[src/rtl/sdes_pkg.sv]
// S-DES counter mode cipher: shared types, tables and bit-level functions.
// Used by the datapath and the top level. It depends on no other file.
package sdes_pkg;

  typedef enum logic [1:0] {
    MODE_CTR = 2'd0,
    MODE_ENC = 2'd1,
    MODE_DEC = 2'd2
  } mode_t;

  typedef enum logic [1:0] {
    REG_KEY  = 2'd0,
    REG_MODE = 2'd1,
    REG_INIT = 2'd2
  } reg_idx_t;

  // Mode and subkeys, handed from the top level to the datapath.
  typedef struct packed {
    mode_t      mode;
    logic [7:0] k1;
    logic [7:0] k2;
  } sdes_ctl_t;

  // Bit positions are numbered from the MSB, starting at 0.
  localparam int unsigned TabIp    [8]  = '{1, 5, 2, 0, 3, 7, 4, 6};
  localparam int unsigned TabIpInv [8]  = '{3, 0, 2, 4, 6, 1, 7, 5};
  localparam int unsigned TabP4    [4]  = '{1, 3, 2, 0};
  localparam int unsigned TabEp    [8]  = '{3, 0, 1, 2, 1, 2, 3, 0};
  localparam int unsigned TabP10   [10] = '{2, 4, 1, 6, 3, 9, 0, 8, 7, 5};
  localparam int unsigned TabP8    [8]  = '{5, 2, 6, 3, 7, 4, 9, 8};

  // S-boxes flattened as {row, col}: row = {b3, b0}, col = {b2, b1}.
  localparam logic [1:0] BoxS0 [16] = '{
    2'd1, 2'd0, 2'd3, 2'd2,
    2'd3, 2'd2, 2'd1, 2'd0,
    2'd0, 2'd2, 2'd1, 2'd3,
    2'd3, 2'd1, 2'd3, 2'd2};
  localparam logic [1:0] BoxS1 [16] = '{
    2'd0, 2'd1, 2'd2, 2'd3,
    2'd2, 2'd0, 2'd1, 2'd3,
    2'd3, 2'd0, 2'd1, 2'd0,
    2'd2, 2'd1, 2'd0, 2'd3};

  function automatic logic [7:0] perm_ip(input logic [7:0] x);
    logic [7:0] r;
    for (int i = 0; i < 8; i++) r[7-i] = x[7-TabIp[i]];
    return r;
  endfunction

  function automatic logic [7:0] perm_ip_inv(input logic [7:0] x);
    logic [7:0] r;
    for (int i = 0; i < 8; i++) r[7-i] = x[7-TabIpInv[i]];
    return r;
  endfunction

  function automatic logic [3:0] perm_p4(input logic [3:0] x);
    logic [3:0] r;
    for (int i = 0; i < 4; i++) r[3-i] = x[3-TabP4[i]];
    return r;
  endfunction

  function automatic logic [7:0] expand_ep(input logic [3:0] x);
    logic [7:0] r;
    for (int i = 0; i < 8; i++) r[7-i] = x[3-TabEp[i]];
    return r;
  endfunction

  function automatic logic [9:0] perm_p10(input logic [9:0] x);
    logic [9:0] r;
    for (int i = 0; i < 10; i++) r[9-i] = x[9-TabP10[i]];
    return r;
  endfunction

  function automatic logic [7:0] perm_p8(input logic [9:0] x);
    logic [7:0] r;
    for (int i = 0; i < 8; i++) r[7-i] = x[9-TabP8[i]];
    return r;
  endfunction

  function automatic logic [4:0] rotl1(input logic [4:0] x);
    return {x[3:0], x[4]};
  endfunction

  function automatic logic [4:0] rotl2(input logic [4:0] x);
    return {x[2:0], x[4:3]};
  endfunction

  // Returns {K1, K2}.
  function automatic logic [15:0] key_schedule(input logic [9:0] key);
    logic [9:0] p;
    logic [4:0] hi1, lo1, hi2, lo2;
    p   = perm_p10(key);
    hi1 = rotl1(p[9:5]);
    lo1 = rotl1(p[4:0]);
    hi2 = rotl2(hi1);
    lo2 = rotl2(lo1);
    return {perm_p8({hi1, lo1}), perm_p8({hi2, lo2})};
  endfunction

  function automatic logic [3:0] round_f(input logic [3:0] r, input logic [7:0] sk);
    logic [7:0] e;
    logic [1:0] sa, sb;
    e  = expand_ep(r) ^ sk;
    sa = BoxS0[{e[7], e[4], e[6:5]}];
    sb = BoxS1[{e[3], e[0], e[2:1]}];
    return perm_p4({sa, sb});
  endfunction

endpackage

[src/rtl/sdes_if.sv]
// Handshake channels of the S-DES cipher: data in, data out, register writes.
// Valid/ready with the payload; no dependencies.
interface sdes_in_if;
  logic       valid;
  logic       ready;
  logic [7:0] data_in;
  logic       restart;
  modport source (output valid, data_in, restart, input ready);
  modport sink   (input valid, data_in, restart, output ready);
endinterface

interface sdes_out_if;
  logic       valid;
  logic       ready;
  logic [7:0] data_out;
  modport source (output valid, data_out, input ready);
  modport sink   (input valid, data_out, output ready);
endinterface

interface sdes_cfg_if;
  logic       valid;
  logic       ready;
  logic [1:0] index;
  logic [9:0] data;
  modport source (output valid, index, data, input ready);
  modport sink   (input valid, index, data, output ready);
endinterface

[src/rtl/sdes_counter_mode_cipher_top.sv]
// Top level of the S-DES counter mode byte cipher: registers, counter, pipeline.
// Depends on sdes_pkg, the channel interfaces in sdes_if.sv and sdes_datapath.
//
//  channel | dir | beat payload           | notes
//  in_bus  | in  | data_in[7:0], restart  | one byte per beat
//  out_bus | out | data_out[7:0]          | one beat per input beat, in order
//  cfg_bus | in  | index[1:0], data[9:0]  | 0 key, 1 mode, 2 initial counter
//
// One byte per cycle sustained while out_bus takes its beats; a beat taken passes
// through the input register, then the result register behind the S-DES logic.
// Reset clears the registers and the counter to zero. A stall on out_bus
// fills the input register and then drops in_bus.ready; register writes are
// always taken and are only expected while the pipeline is empty.
module sdes_counter_mode_cipher_top (
  input  logic           clk,
  input  logic           rst_n,
  sdes_in_if.sink        in_bus,
  sdes_out_if.source     out_bus,
  sdes_cfg_if.sink       cfg_bus
);

  logic [9:0]        key_r;
  sdes_pkg::mode_t   mode_r;
  logic [7:0]        init_r;
  logic [7:0]        ctr_r, ctr_nxt;
  logic [7:0]        ctr_use;

  logic              s1_v_r;
  logic [7:0]        s1_blk_r, s1_data_r;
  logic              out_v_r;
  logic [7:0]        out_data_r;

  logic              in_acc, s1_adv, out_free;
  logic [15:0]       subkeys;
  sdes_pkg::sdes_ctl_t ctl;
  logic [7:0]        dp_out;

  assign cfg_bus.ready = 1'b1;

  always_ff @(posedge clk) begin
    if (!rst_n) begin
      key_r  <= '0;
      mode_r <= sdes_pkg::MODE_CTR;
      init_r <= '0;
    end else if (cfg_bus.valid) begin
      unique case (cfg_bus.index)
        sdes_pkg::REG_KEY:  key_r  <= cfg_bus.data;
        sdes_pkg::REG_MODE: mode_r <= sdes_pkg::mode_t'(cfg_bus.data[1:0]);
        sdes_pkg::REG_INIT: init_r <= cfg_bus.data[7:0];
        default: ;
      endcase
    end
  end

  // pipeline flow control
  assign out_free      = !out_v_r || out_bus.ready;
  assign s1_adv        = s1_v_r && out_free;
  assign in_bus.ready  = !s1_v_r || out_free;
  assign in_acc        = in_bus.valid && in_bus.ready;

  // counter is taken as the byte enters, and advanced then only in counter mode
  always_comb begin
    ctr_use = in_bus.restart ? init_r : ctr_r;
    ctr_nxt = ctr_r;
    if (in_acc) begin
      ctr_nxt = (mode_r == sdes_pkg::MODE_CTR) ? ctr_use + 8'd1 : ctr_use;
    end
  end

  always_ff @(posedge clk) begin
    if (!rst_n) begin
      ctr_r   <= '0;
      s1_v_r  <= 1'b0;
      out_v_r <= 1'b0;
    end else begin
      ctr_r <= ctr_nxt;
      if (in_bus.ready) s1_v_r <= in_bus.valid;
      if (out_free)     out_v_r <= s1_v_r;
    end
  end

  always_ff @(posedge clk) begin
    if (in_acc) begin
      s1_blk_r  <= (mode_r == sdes_pkg::MODE_CTR) ? ctr_use : in_bus.data_in;
      s1_data_r <= in_bus.data_in;
    end
    if (s1_adv) out_data_r <= dp_out;
  end

  assign subkeys  = sdes_pkg::key_schedule(key_r);
  assign ctl.mode = mode_r;
  assign ctl.k1   = subkeys[15:8];
  assign ctl.k2   = subkeys[7:0];

  sdes_datapath u_dp (
    .ctl      (ctl),
    .blk_in   (s1_blk_r),
    .data_in  (s1_data_r),
    .data_out (dp_out)
  );

  assign out_bus.valid    = out_v_r;
  assign out_bus.data_out = out_data_r;

  // counter mode: each beat without restart steps the counter by one
  a_ctr_step: assert property (@(posedge clk) disable iff (!rst_n)
    (in_acc && !in_bus.restart && mode_r == sdes_pkg::MODE_CTR)
      |=> ctr_r == $past(ctr_r) + 8'd1)
    else $error("counter did not advance");

  // direct modes: counter holds unless restarted
  a_ctr_hold: assert property (@(posedge clk) disable iff (!rst_n)
    (!in_bus.restart && mode_r != sdes_pkg::MODE_CTR) |=> ctr_r == $past(ctr_r))
    else $error("counter moved in a direct mode");

  // a result only appears behind a filled input register
  a_out_src: assert property (@(posedge clk) disable iff (!rst_n)
    $rose(out_v_r) |-> $past(s1_v_r))
    else $error("result without an input beat");

  // input stalls only when both stages are full
  a_stall: assert property (@(posedge clk) disable iff (!rst_n)
    !in_bus.ready |-> (s1_v_r && out_v_r))
    else $error("input stalled with room in the pipeline");

endmodule

[src/rtl/sdes_datapath.sv]
// S-DES block transform and mode selection for one byte (combinational).
// Uses sdes_pkg for tables, round function and control struct.
module sdes_datapath (
  input  sdes_pkg::sdes_ctl_t ctl,
  input  logic [7:0]          blk_in,   // counter in CTR mode, else the data byte
  input  logic [7:0]          data_in,
  output logic [7:0]          data_out
);

  logic [7:0] ka, kb;
  logic [7:0] ip_v, blk_out;
  logic [3:0] l1, r1, l2;

  always_comb begin
    // decryption runs the same rounds with the subkeys swapped
    if (ctl.mode == sdes_pkg::MODE_DEC) begin
      ka = ctl.k2;
      kb = ctl.k1;
    end else begin
      ka = ctl.k1;
      kb = ctl.k2;
    end
    ip_v    = sdes_pkg::perm_ip(blk_in);
    l1      = ip_v[7:4] ^ sdes_pkg::round_f(ip_v[3:0], ka);
    r1      = ip_v[3:0];
    // after SW: left = r1, right = l1
    l2      = r1 ^ sdes_pkg::round_f(l1, kb);
    blk_out = sdes_pkg::perm_ip_inv({l2, l1});
  end

  always_comb begin
    case (ctl.mode)
      sdes_pkg::MODE_CTR: data_out = data_in ^ blk_out;
      sdes_pkg::MODE_ENC,
      sdes_pkg::MODE_DEC: data_out = blk_out;
      default:            data_out = data_in;
    endcase
  end

endmodule

[src/flat_wrapper.sv]
// flat-port wrapper written by rule: the top's interface ports become plain ports
module sdes_counter_mode_cipher_top_flat 
  (clk, rst_n, in_bus_valid, in_bus_data_in, in_bus_restart, in_bus_ready, out_bus_valid, out_bus_data_out, out_bus_ready, cfg_bus_valid, cfg_bus_index, cfg_bus_data, cfg_bus_ready);
  sdes_in_if in_bus_i ();
  sdes_out_if out_bus_i ();
  sdes_cfg_if cfg_bus_i ();
  input  logic clk;
  input  logic rst_n;
  input wire logic [$bits(in_bus_i.valid)-1:0] in_bus_valid;
  input wire logic [$bits(in_bus_i.data_in)-1:0] in_bus_data_in;
  input wire logic [$bits(in_bus_i.restart)-1:0] in_bus_restart;
  output wire logic [$bits(in_bus_i.ready)-1:0] in_bus_ready;
  output wire logic [$bits(out_bus_i.valid)-1:0] out_bus_valid;
  output wire logic [$bits(out_bus_i.data_out)-1:0] out_bus_data_out;
  input wire logic [$bits(out_bus_i.ready)-1:0] out_bus_ready;
  input wire logic [$bits(cfg_bus_i.valid)-1:0] cfg_bus_valid;
  input wire logic [$bits(cfg_bus_i.index)-1:0] cfg_bus_index;
  input wire logic [$bits(cfg_bus_i.data)-1:0] cfg_bus_data;
  output wire logic [$bits(cfg_bus_i.ready)-1:0] cfg_bus_ready;
  assign in_bus_i.valid = in_bus_valid;
  assign in_bus_i.data_in = in_bus_data_in;
  assign in_bus_i.restart = in_bus_restart;
  assign in_bus_ready = in_bus_i.ready;
  assign out_bus_valid = out_bus_i.valid;
  assign out_bus_data_out = out_bus_i.data_out;
  assign out_bus_i.ready = out_bus_ready;
  assign cfg_bus_i.valid = cfg_bus_valid;
  assign cfg_bus_i.index = cfg_bus_index;
  assign cfg_bus_i.data = cfg_bus_data;
  assign cfg_bus_ready = cfg_bus_i.ready;
  sdes_counter_mode_cipher_top u_core (.clk(clk), .rst_n(rst_n), .in_bus(in_bus_i), .out_bus(out_bus_i), .cfg_bus(cfg_bus_i));
endmodule
[config.mk]
export PLATFORM = sky130hd
export DESIGN_NAME = sdes_counter_mode_cipher_top_flat
export DESIGN_NICKNAME = d
export VERILOG_FILES = /design/src/rtl/sdes_pkg.sv /design/src/rtl/sdes_if.sv /design/src/rtl/sdes_counter_mode_cipher_top.sv /design/src/rtl/sdes_datapath.sv /design/src/flat_wrapper.sv
export SDC_FILE = /design/constraint.sdc
export NUM_CORES = 1
export LEC_CHECK = 0
export ABC_AREA = 1
export BUFFER_PORTS_ARGS = -buffer_cell sky130_fd_sc_hd__buf_2
export CORE_AREA = 5 5 97 99
export DETAILED_ROUTE_END_ITERATION = 6
export DIE_AREA = 0 0 102 104
export PLACE_DENSITY = 0.61
export SLEW_MARGIN = 20
export SYNTH_ARGS = -nofsm -noshare
export SYNTH_HDL_FRONTEND = slang
export SYNTH_HIERARCHICAL = 1
export SYNTH_SLANG_ARGS = --single-unit
[constraint.sdc]
create_clock -name clk -period 4.26 [get_ports clk]
set_input_delay 0.213 -clock clk [delete_from_list [all_inputs] [get_ports clk]]
set_output_delay 0.213 -clock clk [all_outputs]
set_load 0.05 [all_outputs]
# After elaboration in Yosys (flattened, before gate mapping)
# Memories as Yosys holds them, arrays and structs flattened.
# Cells that the tools add are included.
# totals
regBits,54
latch_bits,0
mem_bits_rw,0
romBits,128
input_bits,26
out_inout_bits,11
word_cells,57
mem_count,4
# memory_table
name,depth,word_bits,read_ports,rd_clocked_by_memory_dff,write_ports,line,source
(name not given),16,2,1,0,0,sdes_pkg.sv:105,"sb = BoxS1[{e[3], e[0], e[2:1]}];"
(name not given),16,2,1,0,0,sdes_pkg.sv:104,"sa = BoxS0[{e[7], e[4], e[6:5]}];"
(name not given),16,2,1,0,0,sdes_pkg.sv:105,
(name not given),16,2,1,0,0,sdes_pkg.sv:104,
# op_classes
addsub,1
n_mul,0
div_mod_pow,0
magnitude_cmp,4
n_eq_ne,4
shift,0
mux,14
bitwise,9
reduce_logical,12
# op_table
cell,count
2-to-1 mux 8 bit,5
XOR 8 bit,3
greater-or-equal comparator 5 bit (second input constant),4
NOT 4 -> 5 bit,4
2-to-1 mux 2 bit,8
one-hot mux 8 bit (2 select lines),1
adder 8 x 1 -> 8 bit (second input constant),1
XOR 4 bit,2
AND reduction 2 bit,3
equality test 2 x 1 -> 1 bit (second input constant),2
equality test 2 bit (second input constant),2
zero test 2 bit,2
logical AND 1 bit,2
zero test 1 bit,2
logical OR 1 bit,2
OR reduction 2 bit,1

# Longest topological paths before layout
# depth
depth_word,16
mapped_depth,27
ltp_nobuf,25

# Hierarchy
# The synthesis kept the hierarchy.
# modules_own_cells
module,n_inst,cells_per_inst,area_per_inst_um2,seq_area_each_um2
sdes_counter_mode_cipher_top,1,234,2223.4,1321.3
sdes_datapath,1,288,1448.9,0.0

# Worst setup path after synthesis
# No wires, ideal clock.
# synth_path
path_type,register to register
from,register u_core.mode_r[0]
to,"register u_core.out_data_r[5] (netlist: u_core/out_bus.data_out[5]), data pin"
setup_time_ps,252
t_arrival_ps,2826
required_time_ps,4008
setup_slack_ps,1182
path_stages_with_launch,23
path_buffers,2
synth_period_minus_slack_ps,3078
path_cell_list,dfxtp_1 > inv_1 > ha_1 > buf_6 > buf_4 > nand2_1 > nand2_1 > nand2_1 > nand2_2 > ha_1 > or2_1 > nand2_1 > nand2_2 > nand3b_1 > nand2_1 > ha_1 > or2_1 > nand3_1 > nand2_1 > nand2_1 > nand2_1 > nand2_1 > nand2_1
# synth_via
elab_chain_cells,16
elab_cells_between_ends,24
cone_classes,eq/ne: 2; mux: 9; bitwise: 8; reduce/logical: 2; memory: 3
# synth_rtl
item,line,source
from (decl),sdes_counter_mode_cipher_top.sv:23,sdes_pkg::mode_t mode_r;
from (signal assigned),sdes_counter_mode_cipher_top.sv:43,mode_r <= sdes_pkg::MODE_CTR;
from (signal assigned),sdes_counter_mode_cipher_top.sv:48,sdes_pkg::REG_MODE: mode_r <= sdes_pkg::mode_t'(cfg_bus.data[1:0]);
equality test 2 bit,"sdes_datapath.sv:16, sdes_datapath.sv:32",
2-to-1 mux 8 bit,sdes_datapath.sv:16,if (ctl.mode == sdes_pkg::MODE_DEC) begin
XOR 8 bit,sdes_pkg.sv:103,e = expand_ep(r) ^ sk;
NOT 4 -> 5 bit (on tied branches),"sdes_pkg.sv:104, sdes_pkg.sv:105",
memory (16 x 2 bit) (on tied branches),n/a,
2-to-1 mux 2 bit (on tied branches) (2 in a row),"sdes_pkg.sv:104, sdes_pkg.sv:105",
XOR 4 bit,sdes_datapath.sv:24,"l1 = ip_v[7:4] ^ sdes_pkg::round_f(ip_v[3:0], ka);"
XOR 8 bit,sdes_pkg.sv:103,
NOT 4 -> 5 bit (implied by the code),sdes_pkg.sv:105,
memory (16 x 2 bit),n/a,
2-to-1 mux 2 bit (implied by the code) (2 in a row),sdes_pkg.sv:105,
XOR 4 bit,sdes_datapath.sv:27,"l2 = r1 ^ sdes_pkg::round_f(l1, kb);"
XOR 8 bit,sdes_datapath.sv:33,sdes_pkg::MODE_CTR: data_out = data_in ^ blk_out;
one-hot mux 8 bit (2 select lines) (*),sdes_datapath.sv:32,case (ctl.mode)
via u_core.dp_out[5],sdes_counter_mode_cipher_top.sv:36,logic [7:0] dp_out;
to (signal assigned),sdes_counter_mode_cipher_top.sv:87,if (s1_adv) out_data_r <= dp_out;
to (decl),sdes_counter_mode_cipher_top.sv:31,logic [7:0] out_data_r;
# The timed path passes the listed nets; every way through them passes the cells marked *. The select of a mux whose other input is x is not followed.
# A chain may end at the register's enable or synchronous reset.

# Worst setup path after layout
# layout_path
from,register u_core.mode_r[1]
to,"register u_core.out_data_r[5] (netlist: u_core/out_bus.data_out[5]), data pin"
# Same word-level chain as after synthesis.

==> flow_metrics.tcl <==
set metrics [dict create \
    status "finished, final reports clean" \
    row_count 34 \
    max_freq_mhz 298.8 \
    final_area_mm2 0.004009 \
    ios 37 \
    final_net_count 582 \
    fillers 880 \
    dieWidth_um 102 \
    final_cells 659 \
    hold_viol 0 \
    place_inst 651 \
    async_reset_ff_share_pct 0 \
    hold_path_class "input pin to register" \
    synth_top_area_share_pct 19.63 \
    post-route-util_pct 47.35 \
    postCtsSetupRepairBufs 0 \
    grt_usage_pct 17.21 \
    area_growth_syn_to_layout_pct 9.165 \
    root_buffer "clkbuf_8" \
    num_vias 3357 \
    cp_slowest_cell "dfxtp_1" \
    dr.pass1.iters 4 \
    start_kind "register" \
    holdBufCountCts 0 \
    ys_seq_area_share_pct 35.98 \
    skew_ns 0.01130 \
    syn_avg_cell_area_um2 7.035 \
    arrival_ns 3.41 \
    antenna_found_initial 0 \
    p_leak_nw 1.873 \
    slew_headroom_pct 36.10 \
    drt_wl_total_mm 8.802 \
    path_buf_inv 1 \
    port-buffer-count 35 \
    netlist_area_mm2 0.003672 \
    cts_tree "yes" \
    yosysMostFrequentCell "nand2_1" \
    synth_edf_count 24 \
    ant_nets 0 \
    grt-busiest-layer "met2" \
    grt_max_degree 31 \
    clock-sinks 54 \
    grt_use_met3_pct 2.683 \
    dieHeight_um 104 \
    die-area_mm2 0.01061 \
    final_layout_size_suffix_gt1_share_pct 20.51 \
    core_area_mm2 0.008466 \
    yosys.area.top_type "edfxtp_1" \
    clk_latency_ns 0.30 \
    finalCriticalPeriod_ns 3.347 \
    slew_violations 0 \
    syn_nets 554 \
    clk_pin_slew_worst_paths_ns 0.10 \
    first_iter_violations 119 \
    setup_viol 0 \
    ys.flop_type "dfxtp_1" \
    vdd_drop_max_mv 0.1932 \
    drc 0 \
    met1_usage_pct 22.50 \
    maxCapViolCount 0 \
    grt_overflow 0 \
    syn-instance-count 522 \
    grt_pass1_wl_mm 14.74 \
    setup_tns_ns 0 \
    cp_top_family "simple AND/OR/NAND/NOR gates" \
    avgRoutedWirePerCell_um 13.36 \
    crit_type "register to register" \
    ys_types 36 \
    start_util_pct 43.38 \
    cellPowerDensity_mw_per_mm2 369.9 \
    yosys_warnings 6 \
    htree_levels 2 \
    crit_fanout 11 \
    numCtsBuffers 5 \
    placed_area_mm2 0.003892 \
    synth.top_cells.by_count "148 x nand2_1, 53 x inv_1, 48 x nand3_1" \
    rsz0062_at_grt "false" \
    dp_hpwl_mm 6.978 \
    cp_cell_sequence "ha_1 > inv_4 > nand2_1 > nand2_1 > nand2_1 > nand2_2 > ha_1 > or2_1 > nand2_1 > nand2_2 > nand3b_1 > nand2_1 > ha_1 > or2_1 > nand3_1 > nand2_1 > nand2_1 > nand2_1 > nand2_1 > nand2_1" \
    viasPerCell 5.094 \
    gp_congestion 0.8795 \
    use_met2_pct 28.69 \
    grt_pass1_vias 3101 \
    num_antenna_cells 0 \
    cpMostUsedCell "nand2_1" \
    slowest_delay_ns 0.44 \
    cts_max_path_buffers 2 \
    worstMarginPinSlew_ns 0.9511 \
    fin_crit_sh_pct 78.57 \
    synth-seq-cells 54 \
    cts_resized 0 \
    end_kind "register" \
    cp.required_ns 4.33 \
    synthTopCellsByArea "edfxtp_1 20%, dfxtp_1 16%, nand2_1 15%" \
]
-- power by group --
part / switching, mW / internal [mW] / total, mW
clock: 0.163 / 0.192 / 0.355
sequential: 0.0304 / 0.591 / 0.621
combinational: 0.340 / 0.167 / 0.507
total: 0.533 / 0.950 / 1.48
-- cells in the final DEF (no fill, tap or decap), types with 4 or more instances in the layout --
| master | count |
|---|---|
| clkbuf_8 | 6 |
| o21ai_0 | 46 |
| inv_2 | 4 |
| a31oi_1 | 5 |
| nand2_2 | 38 |
| nand3_2 | 9 |
| inv_1 | 53 |
| nand4_1 | 5 |
| a21oi_1 | 20 |
| nor2_1 | 36 |
| nand3_1 | 48 |
| buf_2 | 35 |
| ha_1 | 6 |
| dfxtp_1 | 30 |
| edfxtp_1 | 24 |
| nand2_4 | 8 |
| nand2_1 | 148 |
-- cell families after synthesis --
kind of cell	share of synthesized area, %
AND/OR/NAND/NOR	41.43
flip-flops	35.98
AO/OA/AOI/OAI	10.97
XOR/XNOR	0.7156
buffers and inverters	8.756
adder cells (fa/ha/maj)	2.044
other	0.1021
-- metal layers --
metal	wire, µm	share of wire [%]	vias to the layer above
li1	-	-	1743
met1	4094	47	1565
met5	0	0	-
met4	98	1.1	0
met2	4458	51	41
met3	151	1.7	8
-- metrics by stage --
step / setup slack [ns] / total power [mW] / hold WS, ns
detailed placement: 0.9416 / 1.138 / 0.4123
floorplan: 1.182 / 1.030 / 0.3119
finish: 0.9129 / 1.483 / 0.09541
CTS: 0.9273 / 1.495 / 0.08256
global placement: 1.025 / 1.126 / 0.4148
global route: 0.6000 / 1.595 / 0.07419
-- cell type report --
| class | instances | area [µm²] | share of cell area [%] |
|---|---|---|---|
| multi-input cells | 394 | 2029 | 50.62 |
| flip-flops and latches | 54 | 1321 | 32.96 |
| inverters | 59 | 224.0 | 5.587 |
| repair buffers | 36 | 182.7 | 4.557 |
| well taps | 108 | 135.1 | 3.371 |
| clock buffers | 7 | 86.33 | 2.154 |
| clock inverters | 1 | 30.03 | 0.7491 |
-- state kept, by name, indices dropped and copies added (netlist names) --
signal	count
u_core/init_r	8
u_core/ctr_r	8
u_core/s1_v_r	1
u_core/out_bus.valid	1
u_core/s1_blk_r	8
u_core/s1_data_r	8
u_core/out_bus.data_out	8
u_core/mode_r	2
u_core/key_r	10
-- worst register-to-register path: stages (launching register included) --
cell and delay (ns):
dfxtp_1 0.44, ha_1 0.43, inv_4 0.16, nand2_1 0.12, nand2_1 0.06, nand2_1 0.07
nand2_2 0.07, ha_1 0.28, or2_1 0.25, nand2_1 0.09, nand2_2 0.08, nand3b_1 0.09
nand2_1 0.10, ha_1 0.32, or2_1 0.23, nand3_1 0.10, nand2_1 0.06, nand2_1 0.05
nand2_1 0.04, nand2_1 0.05, nand2_1 0.05
-- worst paths after layout --
path / slack, ns / cells after the start / end / start
setup / recovery: 0.91 / 20 / u_core/out_bus.data_out[5] / u_core/mode_r[1]
hold / removal: 0.1 / 1 / u_core/s1_data_r[0] / in_bus_data_in[0]
setup reg to reg: 0.91 / 20 / u_core/out_bus.data_out[5] / u_core/mode_r[1]
hold reg to reg: 0.46 / 2 / u_core/init_r[0] / u_core/init_r[0]
Note: power is estimated with default switching activity, not from simulation.
